==> config.mk <==
export PLATFORM = sky130hd
export DESIGN_NAME = motor_command_frame_aggregator_core
export DESIGN_NICKNAME = d
export VERILOG_FILES = /design/src/hdl/mcfa_pkg.sv /design/src/hdl/mcfa_store.sv /design/src/hdl/mcfa_scale.sv /design/src/hdl/motor_command_frame_aggregator_core.sv
export SDC_FILE = /design/constraint.sdc
export NUM_CORES = 1
export LEC_CHECK = 0
export BUFFER_PORTS_ARGS = -buffer_cell sky130_fd_sc_hd__buf_4
export CORE_MARGIN = 2
export CORE_UTILIZATION = 25
export DETAILED_ROUTE_END_ITERATION = 6
export PLACE_DENSITY = 0.43
export SLEW_MARGIN = 10
export SYNTH_ARGS = -nofsm -noshare
export SYNTH_HDL_FRONTEND = slang
export SYNTH_SLANG_ARGS = --single-unit
export TNS_END_PERCENT = 50
==> constraint.sdc <==
create_clock -name clk -period 8.85 [get_ports clk]
set_clock_uncertainty 0.15 [all_clocks]
set_input_delay 1.77 -clock clk [delete_from_list [all_inputs] [get_ports clk]]
set_output_delay 1.77 -clock clk [all_outputs]
set_load 0.05 [all_outputs]
==> src/hdl/mcfa_pkg.sv <==
`default_nettype none
package mcfa_pkg;
	localparam int BUS_COUNT       = 2;
	localparam int GROUP_COUNT     = 3;
	localparam int SLOTS_PER_GROUP = 4;
	localparam int GROUP_TOTAL     = BUS_COUNT * GROUP_COUNT;
	localparam int SLOT_TOTAL      = GROUP_TOTAL * SLOTS_PER_GROUP;

	localparam int BUS_W     = 1;
	localparam int GROUP_W   = 2;
	localparam int SLOT_W    = 2;
	localparam int GI_W      = (GROUP_TOTAL > 1) ? $clog2(GROUP_TOTAL) : 1;
	localparam int SIDX_W    = (SLOT_TOTAL > 1) ? $clog2(SLOT_TOTAL) : 1;
	localparam int FRAC_W    = 16;
	localparam int VAL_W     = 16;
	localparam int PAYLOAD_W = 64;
	localparam int PRESENT_W = 24;
	localparam int MODEL_W   = 48;
	localparam int CFG_W     = 48;
	localparam int CFG_IDX_W = 1;
	localparam int FS_W      = 15;
	localparam int MAG_W     = FRAC_W + 1;
	localparam int PROD_W    = MAG_W + FS_W;
	localparam int FRAC_SH   = 15;

	localparam logic [CFG_IDX_W-1:0] REG_PRESENT_MAP = 1'd0;
	localparam logic [CFG_IDX_W-1:0] REG_MODEL_MAP   = 1'd1;

	localparam logic [1:0] MODEL_NONE   = 2'd0;
	localparam logic [1:0] MODEL_SMALL  = 2'd1;
	localparam logic [1:0] MODEL_MID    = 2'd2;
	localparam logic [1:0] MODEL_GIMBAL = 2'd3;

	localparam logic [FS_W-1:0] FS_SMALL  = 15'd10000;
	localparam logic [FS_W-1:0] FS_MID    = 15'd16384;
	localparam logic [FS_W-1:0] FS_GIMBAL = 15'd30000;

	typedef logic [SLOTS_PER_GROUP-1:0] flags_t;

	typedef struct packed {
		flags_t                 flags;
		logic [PAYLOAD_W-1:0]   payload;
	} entry_t;

	function automatic logic [FS_W-1:0] full_scale_of(input logic [1:0] code);
		logic [FS_W-1:0] fs;
		unique case (code)
			MODEL_SMALL:  fs = FS_SMALL;
			MODEL_MID:    fs = FS_MID;
			MODEL_GIMBAL: fs = FS_GIMBAL;
			default:      fs = '0;
		endcase
		return fs;
	endfunction
endpackage
`default_nettype wire

==> src/hdl/mcfa_store.sv <==
`default_nettype none
module mcfa_store (
	input  wire logic                            clk,
	input  wire logic                            arst_n,
	input  wire logic                            rd_en,
	input  wire logic [mcfa_pkg::GI_W-1:0]       rd_addr,
	output mcfa_pkg::entry_t                     rd_data,
	input  wire logic                            wr_en,
	input  wire logic [mcfa_pkg::GI_W-1:0]       wr_addr,
	input  mcfa_pkg::entry_t                     wr_data
);
	mcfa_pkg::entry_t                       mem [mcfa_pkg::GROUP_TOTAL];
	logic [mcfa_pkg::GROUP_TOTAL-1:0]       vld_q;
	mcfa_pkg::entry_t                       rd_q;
	logic                                   rd_vld_q;

	always_ff @(posedge clk) begin
		if (wr_en) begin
			mem[wr_addr] <= wr_data;
		end
		if (rd_en) begin
			rd_q <= mem[rd_addr];
		end
	end

	// an entry never written reads as zero
	always_ff @(posedge clk or negedge arst_n) begin
		if (!arst_n) begin
			vld_q    <= '0;
			rd_vld_q <= 1'b0;
		end else begin
			if (wr_en) begin
				vld_q[wr_addr] <= 1'b1;
			end
			if (rd_en) begin
				rd_vld_q <= vld_q[rd_addr];
			end
		end
	end

	assign rd_data = rd_vld_q ? rd_q : '0;
endmodule
`default_nettype wire

==> src/hdl/mcfa_scale.sv <==
`default_nettype none
module mcfa_scale (
	input  wire logic                              clk,
	input  wire logic                              en,
	input  wire logic signed [mcfa_pkg::FRAC_W-1:0] fraction,
	input  wire logic [1:0]                        code,
	output logic [mcfa_pkg::VAL_W-1:0]             value
);
	logic                              neg;
	logic [mcfa_pkg::MAG_W-1:0]        mag;
	logic [mcfa_pkg::PROD_W-1:0]       prod;
	logic [mcfa_pkg::VAL_W-1:0]        mag_q;
	logic                              neg_q;

	// sign and magnitude, scaled magnitude truncates toward zero
	always_comb begin
		neg  = fraction[mcfa_pkg::FRAC_W-1];
		mag  = neg ? {1'b0, mcfa_pkg::FRAC_W'(0) - fraction}
		           : {1'b0, fraction};
		prod = mcfa_pkg::PROD_W'(mag) * mcfa_pkg::PROD_W'(mcfa_pkg::full_scale_of(code));
	end

	always_ff @(posedge clk) begin
		if (en) begin
			mag_q <= prod[mcfa_pkg::FRAC_SH +: mcfa_pkg::VAL_W];
			neg_q <= neg;
		end
	end

	assign value = neg_q ? (mcfa_pkg::VAL_W'(0) - mag_q) : mag_q;
endmodule
`default_nettype wire

==> src/hdl/motor_command_frame_aggregator_core.sv <==
// Motor command frame aggregator. Each input word is one motor command (bus,
// group and slot in tuser, Q1.15 fraction in tdata). The fraction is scaled by
// the slot's model full scale, truncated toward zero and stored big-endian in
// the group's 8-byte buffer, which lives in a small synchronous memory with
// per-entry updated flags. When all present slots of a group are flagged the
// frame goes out on the master side and the flags clear. A command passes
// through accept and memory read, scale multiply, and merge and write-back,
// and no new word is accepted until it is through; a frame that finds the
// output register still occupied holds the write-back until the register
// frees. Commands to a slot with no model or a group out of range are
// dropped and return the input to ready without a write.
`default_nettype none
module motor_command_frame_aggregator_core (
	input  wire logic        clk,
	input  wire logic        arst_n,
	input  wire logic        s_tvalid,
	output logic             s_tready,
	input  wire logic [15:0] s_tdata,   // command_fraction
	input  wire logic [4:0]  s_tuser,   // bus_select, group_select, slot_select
	output logic             m_tvalid,
	input  wire logic        m_tready,
	output logic [63:0]      m_tdata,   // frame_payload
	output logic [2:0]       m_tuser,   // frame_bus, frame_group
	input  wire logic        cfg_we,
	input  wire logic [mcfa_pkg::CFG_IDX_W-1:0] cfg_index,
	input  wire logic [mcfa_pkg::CFG_W-1:0]     cfg_data
);
	localparam logic [1:0] ST_IDLE = 2'd0;
	localparam logic [1:0] ST_READ = 2'd1;
	localparam logic [1:0] ST_UPD  = 2'd2;

	logic [1:0]                              state_q;
	logic [mcfa_pkg::PRESENT_W-1:0]          present_map_q;
	logic [mcfa_pkg::MODEL_W-1:0]            model_map_q;

	logic [mcfa_pkg::BUS_W-1:0]              bus_s1;
	logic [mcfa_pkg::GROUP_W-1:0]            grp_s1;
	logic [mcfa_pkg::SLOT_W-1:0]             slot_s1;
	logic signed [mcfa_pkg::FRAC_W-1:0]      frac_s1;
	logic                                    ok_s1;

	logic [mcfa_pkg::BUS_W-1:0]              in_bus;
	logic [mcfa_pkg::GROUP_W-1:0]            in_grp;
	logic [mcfa_pkg::SLOT_W-1:0]             in_slot;
	logic                                    in_ok;
	logic [mcfa_pkg::GI_W-1:0]               in_gi;
	logic                                    accept;

	logic [mcfa_pkg::GI_W-1:0]               gi_s1;
	logic [mcfa_pkg::SIDX_W-1:0]             sidx_s1;
	logic [1:0]                              code_s1;
	logic                                    hit_s1;
	logic [mcfa_pkg::VAL_W-1:0]              value;
	mcfa_pkg::entry_t                        rd_entry;
	mcfa_pkg::entry_t                        new_entry;
	mcfa_pkg::flags_t                        present;
	logic                                    done;
	logic                                    out_free;
	logic                                    stall;
	logic                                    wr_en;

	logic                                    m_tvalid_q;
	logic [mcfa_pkg::PAYLOAD_W-1:0]          out_payload_q;
	logic [mcfa_pkg::BUS_W-1:0]              out_bus_q;
	logic [mcfa_pkg::GROUP_W-1:0]            out_grp_q;

	assign in_bus  = s_tuser[0 +: mcfa_pkg::BUS_W];
	assign in_grp  = s_tuser[mcfa_pkg::BUS_W +: mcfa_pkg::GROUP_W];
	assign in_slot = s_tuser[mcfa_pkg::BUS_W + mcfa_pkg::GROUP_W +: mcfa_pkg::SLOT_W];
	assign in_ok   = (32'(in_bus) < 32'(mcfa_pkg::BUS_COUNT))
	               && (32'(in_grp) < 32'(mcfa_pkg::GROUP_COUNT))
	               && (32'(in_slot) < 32'(mcfa_pkg::SLOTS_PER_GROUP));
	assign in_gi   = mcfa_pkg::GI_W'(in_bus) * mcfa_pkg::GI_W'(mcfa_pkg::GROUP_COUNT)
	               + mcfa_pkg::GI_W'(in_grp);

	assign s_tready = (state_q == ST_IDLE);
	assign accept   = s_tvalid && s_tready;

	assign gi_s1   = mcfa_pkg::GI_W'(bus_s1) * mcfa_pkg::GI_W'(mcfa_pkg::GROUP_COUNT)
	               + mcfa_pkg::GI_W'(grp_s1);
	assign sidx_s1 = mcfa_pkg::SIDX_W'(gi_s1) * mcfa_pkg::SIDX_W'(mcfa_pkg::SLOTS_PER_GROUP)
	               + mcfa_pkg::SIDX_W'(slot_s1);
	assign code_s1 = model_map_q[2 * sidx_s1 +: 2];
	assign hit_s1  = ok_s1 && (code_s1 != mcfa_pkg::MODEL_NONE);
	assign present = present_map_q[mcfa_pkg::SLOTS_PER_GROUP * gi_s1 +: mcfa_pkg::SLOTS_PER_GROUP];

	mcfa_store u_store (
		.clk     (clk),
		.arst_n  (arst_n),
		.rd_en   (accept && in_ok),
		.rd_addr (in_gi),
		.rd_data (rd_entry),
		.wr_en   (wr_en),
		.wr_addr (gi_s1),
		.wr_data (new_entry)
	);

	mcfa_scale u_scale (
		.clk      (clk),
		.en       (state_q == ST_READ),
		.fraction (frac_s1),
		.code     (code_s1),
		.value    (value)
	);

	// merge the scaled command into the slot, high byte first
	always_comb begin
		mcfa_pkg::flags_t flags_set;
		new_entry = rd_entry;
		flags_set = rd_entry.flags;
		for (int s = 0; s < mcfa_pkg::SLOTS_PER_GROUP; s++) begin
			if (slot_s1 == mcfa_pkg::SLOT_W'(s)) begin
				new_entry.payload[mcfa_pkg::PAYLOAD_W - mcfa_pkg::VAL_W * (s + 1) +:
				                  mcfa_pkg::VAL_W] = value;
				flags_set[s] = 1'b1;
			end
		end
		done            = &(flags_set | ~present);
		new_entry.flags = done ? '0 : flags_set;
	end

	assign out_free = !m_tvalid_q || m_tready;
	assign stall    = done && !out_free;
	assign wr_en    = (state_q == ST_UPD) && hit_s1 && !stall;

	always_ff @(posedge clk or negedge arst_n) begin
		if (!arst_n) begin
			state_q       <= ST_IDLE;
			present_map_q <= '0;
			model_map_q   <= '0;
			m_tvalid_q    <= 1'b0;
		end else begin
			if (cfg_we) begin
				unique case (cfg_index)
					mcfa_pkg::REG_PRESENT_MAP: present_map_q <= cfg_data[mcfa_pkg::PRESENT_W-1:0];
					mcfa_pkg::REG_MODEL_MAP:   model_map_q   <= cfg_data[mcfa_pkg::MODEL_W-1:0];
					default: ;
				endcase
			end
			if (m_tvalid_q && m_tready && !(wr_en && done)) begin
				m_tvalid_q <= 1'b0;
			end
			unique case (state_q)
				ST_IDLE: begin
					if (accept) begin
						state_q <= ST_READ;
					end
				end
				ST_READ: begin
					state_q <= hit_s1 ? ST_UPD : ST_IDLE;
				end
				ST_UPD: begin
					if (!stall) begin
						state_q <= ST_IDLE;
						if (done) begin
							m_tvalid_q <= 1'b1;
						end
					end
				end
				default: state_q <= ST_IDLE;
			endcase
		end
	end

	always_ff @(posedge clk) begin
		if (accept) begin
			bus_s1  <= in_bus;
			grp_s1  <= in_grp;
			slot_s1 <= in_slot;
			frac_s1 <= s_tdata;
			ok_s1   <= in_ok;
		end
		if (wr_en && done) begin
			out_payload_q <= new_entry.payload;
			out_bus_q     <= bus_s1;
			out_grp_q     <= grp_s1;
		end
	end

	assign m_tvalid = m_tvalid_q;
	assign m_tdata  = out_payload_q;
	assign m_tuser  = {out_grp_q, out_bus_q};
endmodule
`default_nettype wire

==> results of run 1 <==
worst min-delay path by stage:
stage	end
3_3_place_gp	out_grp_q[1]$_DFFE_PP_
5_1_grt	out_grp_q[0]$_DFFE_PP_
3_5_place_dp	u_store.vld_q[2]$_DFFE_PN0P_
4_1_cts	out_grp_q[1]$_DFFE_PP_
2_1_floorplan	out_grp_q[1]$_DFFE_PP_
6_report	out_grp_q[1]$_DFFE_PP_
sequential cells by signal, summed over array words and instances (netlist names):
register and count:
u_store.rd_vld_q 1, u_scale.neg_q 1, grp_s1 2, state_q 2, present_map_q 24, slot_s1 2
u_store.vld_q 6, u_store.rd_q 68, model_map_q 48, frac_s1 16, out_bus_q 1, m_tdata 64
u_store.mem 408, m_tvalid 1, bus_s1 1, ok_s1 1, out_grp_q 2, u_scale.mag_q 16
synth_stat cells (4+ instances only):
master,count,share of area
clkbuf_1,64,0.0079
a21oi_1,86,0.014
a21o_1,5,0.0012
mux4_2,73,0.054
o21a_1,4,0.00099
fa_1,80,0.053
a22oi_1,5,0.0012
edfxtp_1,582,0.57
xor2_1,25,0.0072
nand2_1,69,0.0085
mux2_2,74,0.027
buf_2,5,0.00082
ha_1,133,0.055
nand4_1,4,0.00082
a31oi_1,4,0.00082
nand2b_1,11,0.0023
buf_1,13,0.0016
nand3_1,82,0.013
dfrtp_1,82,0.067
and3_1,6,0.0012
nor2b_1,16,0.0033
o31ai_1,10,0.0025
o21ai_0,67,0.011
mux2i_1,98,0.032
o21bai_1,4,0.00099
or3_1,5,0.0010
inv_1,137,0.017
nor2_1,133,0.016
xnor2_1,19,0.0055
or2_2,15,0.0031
and2_1,8,0.0016
cells by family (layout without fill, tap and decap cells):
family,after synthesis,after routing,share of synthesized area
buffers and inverters,223,459,0.02832
AND/OR/NAND/NOR,364,364,0.05590
XOR/XNOR,44,44,0.01266
flip-flops,664,664,0.6415
multiplexers,245,245,0.1136
AO/OA/AOI/OAI,211,211,0.04069
adder cells (fa/ha/maj),213,213,0.1073
stage by stage:
| stage | worst slack (ps) | total power [mW] | hold slack [ps] | cell area, µm² |
|---|---|---|---|---|
| CTS | 469.9 | 13.27 | 312.1 | 36160 |
| finish | 500.0 | 13.04 | 311.0 | 36160 |
| floorplan | 1111 | 8.126 | 276.4 | 30440 |
| global placement | 654.5 | 9.858 | 288.7 | 33590 |
| global route | 89.77 | 14.00 | 326.2 | 36160 |
| detailed placement | 497.5 | 9.932 | 301.5 | 33590 |
metal layers:
metal / track usage / vias up
li1: - / 7644
met1: 0.1710 / 8575
met2: 0.2100 / 287
met3: 0.02083 / 98
met4: 0.03427 / 0
met5: 0 / -
report_power, final:
group          switching, mW  internal, mW  leakage, nW
registers              0.124          4.06         6.29
logic                   3.46          2.16         6.07
clock network           1.31          1.93         1.26
total                   4.89          8.14         13.6
layout make-up:
cell class              instances  area (µm²)  area share
repair buffers                179        1356     0.03751
clock buffers                  97        2064     0.05710
inverters                     138       518.0     0.01433
flip-flops and latches        664       19530      0.5402
clock inverters                45       504.2     0.01395
multi-input cells            1077       10150      0.2807
well taps                    1625        2033     0.05623
critical path, cell delays in order (launching register included):
cell and delay [ps]:
edfxtp_1 400, ha_1 210, inv_1 60, fa_1 560, nand2b_1 350, a31oi_1 220, nand3_1 120, o211ai_2 220
nand2_1 480, or2_2 460, fa_1 510, inv_1 50, fa_1 480, inv_1 50, fa_1 500, fa_1 430
fa_1 490, inv_1 40, ha_1 270, ha_1 330, o211ai_1 90, o21ai_0 310, nand2_1 150, o31ai_1 390
mux2_2 380, a2111o_1 380
==> reports/results.ini, run 1 <==
[global_routing]
antenna_found_initial=3
grt_max_degree=96
grt-ovfl-total=0
grt.total_usage=0.1266
grt_first_pass_wirelength_um=118400
grt_pass1_vias=18010

[route]
ant_nets=0
routed.top_layer=met4
vias_per_cell=4.341
num_vias=16600
drt-initial-drc-count=935
dr.pass1.iters=4
dr_wl_met3_um=3062
finalWirelength_um=79550
m1WireLength_um=36460
drc=0
wl_per_cell_um=20.80
wl_met2_um=38300

[pwr]
power.density_mw_per_mm2=360.6
vdd_ir_drop_max_uv=292.4
p_leak_nw=13.62

[clock_tree]
cts_tree=yes
cts_hold_buf=0
clkSinkCount=664
htreeDepth=3
clk_path_buf_depth=3
clkTransAtPathRegs_ps=50
postCtsSetupBuffers=0
clk_latency_ps=640
ctsResizeCount=0
cts_root_buffer=clkbuf_16
cts_made_buffers=77

[job]
drv_cap=0

[setup_path]
startpoint_type=flip-flop
r2r-start=bus_s1$_DFFE_PP_
endpoint=u_scale.mag_q[9]$_DFFE_PP_
crit_start=bus_s1$_DFFE_PP_
arrival_ps=8580
r2r_slack_ps=500
cp-end-kind=flip-flop
crit_required_ps=9080
crit_type=reg -> reg
r2r-end=u_scale.mag_q[9]$_DFFE_PP_
r2r.worst_path.cells=25
worstPathMaxFanout=13

[sta]
finalSetupViolations=0
grt_setup_unrepaired=false
finalMaxSlewViolations=0
tns_ps=0
hold_violations=0
tightest_slew_ps=1190
finalCritPeriodShare=0.9435
fmax_mhz=119.8
maxSlewHeadroom=0.2043
fin_crit_ps=8350

[layout]
post-route-util=0.2982
final_net_count=2425
drive_above_1_share=0.2186
antenna_cells=0
final_common_cell=edfxtp_1
instances_no_fill=3825
layout_common_cells=edfxtp_1, buf_4, inv_1
synthToLayoutAreaGrowth_pct=18.78
fillers=12120

[logic_synthesis]
syn_nets=2252
synth_ff_type=edfxtp_1
postSynthCellCount=1964
netlist-cell-type-count=62
synth_sequential_area_ratio=0.6415
syn_area_mm2=0.03044
ys.warnings.count=0
ys_async_sr_fraction=0.1235
yosys_register_bits=664
synth-edff-count=582
avgSynthCellArea_um2=15.50

[floorplanning]
die_h_um=352.9
die_x_um=352.9
core-area_mm2=0.1212
num_rows=128
die_area_mm2=0.1246
io_pins=144
initial_utilization=0.2511

[placed_design]
finalWeightedCongestion=0.7982
io_buffers=143
post-place-cells=3683
hpwl_um=51340

[hold_path]
hold_depth=0
hold_class=reg -> reg
hp-start=grp_s1[1]$_DFFE_PP_

[run_status]
run_status=complete, no violations

(Power assumes the default switching activity.)
==> run 2, diff against run 1 <==
--- a/config.mk
+++ b/config.mk
@@ -5,13 +5,15 @@
 export SDC_FILE = /design/constraint.sdc
 export NUM_CORES = 1
 export LEC_CHECK = 0
-export BUFFER_PORTS_ARGS = -buffer_cell sky130_fd_sc_hd__buf_4
 export CORE_MARGIN = 2
 export CORE_UTILIZATION = 25
 export DETAILED_ROUTE_END_ITERATION = 6
-export PLACE_DENSITY = 0.43
+export DONT_BUFFER_PORTS = 1
+export GPL_TIMING_DRIVEN = 0
+export PLACE_DENSITY = 0.42
 export SLEW_MARGIN = 10
 export SYNTH_ARGS = -nofsm -noshare
 export SYNTH_HDL_FRONTEND = slang
+export SYNTH_HIERARCHICAL = 1
 export SYNTH_SLANG_ARGS = --single-unit
 export TNS_END_PERCENT = 50
==> run 2 against run 1 <==
  * Clock power down 2%
  * Maximum frequency down 0.11%
  * Die area up 2.2%
  * Hold slack worse by 13 ps
  * Clock-buffer cell count up 1
  * Via count up 0.43%
  * Critical path type unchanged
  * Critical endpoint is now u_scale/mag_q[14]$_DFFE_PP_
==> reports/results.ini, run 2 <==
[sta]
tightest_slew_ps=1126  ; was 1190 ps
maxSlewHeadroom=0.2439  ; was 0.2043
finalSetupViolations=0  ; unchanged
grt_setup_unrepaired=false  ; unchanged
finalMaxSlewViolations=0  ; unchanged
fin_crit_ps=8359  ; was 8350 ps
finalCritPeriodShare=0.9445  ; was 0.9435
fmax_mhz=119.6  ; was 119.8 MHz
hold_violations=0  ; unchanged

[hold_path]
hold_class=reg -> reg  ; unchanged

[global_routing]
grt_pass1_vias=17910  ; was 18,010
grt-ovfl-total=0  ; unchanged
grt_max_degree=83  ; was 96
antenna_found_initial=10  ; was 3
grt.total_usage=0.1275  ; was 0.1266
grt_first_pass_wirelength_um=118700  ; was 118,400 µm

[logic_synthesis]
synth_top_cell_area_share=0.5617  ; was 0.5741
syn_area_mm2=0.03111  ; was 0.03044 mm²
ys.warnings.count=6  ; was 0
synth_area_leaders=edfxtp_1, dfrtp_1, ha_1  ; unchanged
netlist-cell-type-count=78  ; was 62
synth_largest_area_cell=edfxtp_1  ; unchanged
syn_nets=2291  ; was 2,252
synth_ff_type=edfxtp_1  ; unchanged
synth-edff-count=582  ; unchanged
synth_common_cells=edfxtp_1, nor2_1, nand2_1, ha_1, inv_1  ; was edfxtp_1, inv_1, ha_1, nor2_1, mux2i_1
synth_sequential_area_ratio=0.6276  ; was 0.6415
yosysMostFrequentCell=edfxtp_1  ; unchanged
yosys_register_bits=664  ; unchanged
postSynthCellCount=2007  ; was 1,964
ys_async_sr_fraction=0.1235  ; unchanged
avgSynthCellArea_um2=15.50  ; about the same

[placed_design]
finalWeightedCongestion=0.7690  ; was 0.7982
post-place-cells=3686  ; was 3,683
hpwl_um=58860  ; was 51,340 µm
io_buffers=0  ; was 143
place_area_mm2=0.03385  ; was 0.03359 mm²

[setup_path]
startpoint_type=flip-flop  ; unchanged
r2r.worst_path.cells=25  ; unchanged
crit_required_ps=9100  ; was 9080 ps
worstPathMaxFanout=10  ; was 13
arrival_ps=8610  ; was 8580 ps
r2r-end=u_scale/mag_q[14]$_DFFE_PP_  ; was u_scale.mag_q[9]$_DFFE_PP_
crit_start=bus_s1$_DFFE_PP_  ; unchanged
endpoint=u_scale/mag_q[14]$_DFFE_PP_  ; was u_scale.mag_q[9]$_DFFE_PP_
r2r-start=bus_s1$_DFFE_PP_  ; unchanged
cp-end-kind=flip-flop  ; unchanged
r2r_slack_ps=490  ; was 500 ps
crit_type=reg -> reg  ; unchanged

[route]
ant_nets=0  ; unchanged
vias_per_cell=4.360  ; was 4.341
drt-initial-drc-count=1011  ; was 935
wl_per_cell_um=21.25  ; was 20.80 µm
num_vias=16680  ; was 16,600
finalWirelength_um=81290  ; was 79,550 µm
drc=0  ; unchanged
dr.pass1.iters=7  ; was 4

[floorplanning]
die_x_um=356.8  ; was 352.9 µm
die_h_um=356.8  ; was 352.9 µm
initial_utilization=0.2517  ; was 0.2511
num_rows=129  ; was 128
core-area_mm2=0.1236  ; was 0.1212 mm²
io_pins=144  ; unchanged
die_area_mm2=0.1273  ; was 0.1246 mm²

[clock_tree]
cts_made_buffers=76  ; was 77
cts_root_buffer=clkbuf_16  ; unchanged
cts_tree=yes  ; unchanged
clk_latency_ps=650  ; was 640 ps
clk_path_buf_depth=3  ; unchanged
htreeDepth=3  ; unchanged
clkTransAtPathRegs_ps=60  ; was 50 ps
clkSinkCount=664  ; unchanged

[pwr]
power.density_mw_per_mm2=355.8  ; was 360.6 mW/mm²
vdd_ir_drop_max_uv=288.7  ; was 292.4 µV
p_leak_nw=13.48  ; was 13.62 nW

[layout]
largest_register_ffs=408  ; unchanged
synthToLayoutAreaGrowth_pct=16.91  ; was 18.78%
final_common_cell=edfxtp_1  ; unchanged
instances_no_fill=3825  ; unchanged
post-route-util=0.2942  ; was 0.2982
final_net_count=2411  ; was 2,425
postLayoutCellArea_mm2=0.03637  ; was 0.03616 mm²
top_register=u_store/mem  ; was u_store.mem
drive_above_1_share=0.1908  ; was 0.2186
layout_common_cells=edfxtp_1, nand2_1, nor2_1  ; was edfxtp_1, buf_4, inv_1

[job]
drv_cap=0  ; unchanged

[run_status]
run_status=complete, no violations  ; unchanged

==> run 2: kinds of logic (layout without fill, tap and decap cells) <==
kind of cell,count (synthesis),count (layout),share of synthesized area
buffers and inverters,208,387,0.03100
AND/OR/NAND/NOR,440,440,0.06760
flip-flops,664,664,0.6276
AO/OA/AOI/OAI,167,167,0.03523
adder cells (fa/ha/maj),209,209,0.1031
multiplexers,268,268,0.1208
XOR/XNOR,51,51,0.01460
other,0,2,0
==> run 2: worst min path at each step <==
stage / cells after the start / startpoint / end
5_1_grt: 0 / grp_s1[1]$_DFFE_PP_ / out_grp_q[1]$_DFFE_PN_
3_5_place_dp: 0 / grp_s1[1]$_DFFE_PP_ / out_grp_q[1]$_DFFE_PN_
2_1_floorplan: 0 / grp_s1[1]$_DFFE_PP_ / out_grp_q[1]$_DFFE_PN_
4_1_cts: 0 / grp_s1[1]$_DFFE_PP_ / out_grp_q[1]$_DFFE_PN_
6_report: 0 / grp_s1[1]$_DFFE_PP_ / out_grp_q[1]$_DFFE_PN_
3_3_place_gp: 0 / grp_s1[1]$_DFFE_PP_ / out_grp_q[1]$_DFFE_PN_
==> run 2: critical path, cell delays in order, from the launching register on <==
cell,delay (ps)
edfxtp_1,400
ha_1,430
buf_2,330
buf_2,290
nand3b_1,140
nand4_1,140
o211ai_4,440
nand2_1,300
clkbuf_1,320
nor2_1,290
fa_1,490
fa_1,540
inv_1,60
fa_1,500
fa_1,540
inv_1,50
fa_1,480
ha_1,310
ha_1,380
a211o_1,310
a21oi_1,240
a21oi_1,160
a41oi_2,350
o221ai_2,180
a21oi_1,210
xnor2_1,80
==> run 2: routing by layer <==
layer | vias up | track usage | wire length, µm | share of wire
li1 | 7611 | - | - | -
met1 | 8577 | 0.1661 | 36220 | 0.45
met2 | 376 | 0.2148 | 39670 | 0.49
met3 | 112 | 0.02609 | 3545 | 0.044
met4 | 0 | 0.03496 | 1854 | 0.023
met5 | - | 0 | 0 | 0
==> run 2: metrics by stage <==
step | power, mW | hold WS, ps | setup TNS, ps | worst slack, ps
2_1_floorplan | 8.204 | 276.4 | 0 | 1196
3_3_place_gp | 9.814 | 281.3 | -1118720 | -5536
3_5_place_dp | 9.877 | 283.0 | -45.98 | -45.98
4_1_cts | 13.16 | 296.9 | 0 | 178.0
5_1_grt | 14.01 | 322.7 | 0 | 101.1
6_report | 12.94 | 297.7 | 0 | 491.0
==> run 2: final cells by class <==
class | instances | area (µm²)
Sequential cell | 664 | 19530
Clock buffer | 98 | 2006
Inverter | 125 | 473.0
Tap cell | 1637 | 2048
Timing Repair Buffer | 42 | 564.3
Clock inverter | 39 | 494.2
Buffer | 83 | 496.7
Fill cell | 12420 | 87260
Antenna cell | 2 | 5.005
Multi-Input combinational cell | 1135 | 10760
==> run 2: where the power goes <==
group          switching, mW  internal (mW)  total, mW
sequential             0.159           4.05       4.20
clock                   1.32           1.83       3.15
combinational           3.43           2.16       5.59
total                   4.91           8.04       12.9
==> run 2: timing repair <==
item	CTS	global route
gates resized for setup	1	4
pin swaps	0	0
hold buffers	0	0
endpoints found under the setup margin	1	4
setup buffers	0	0
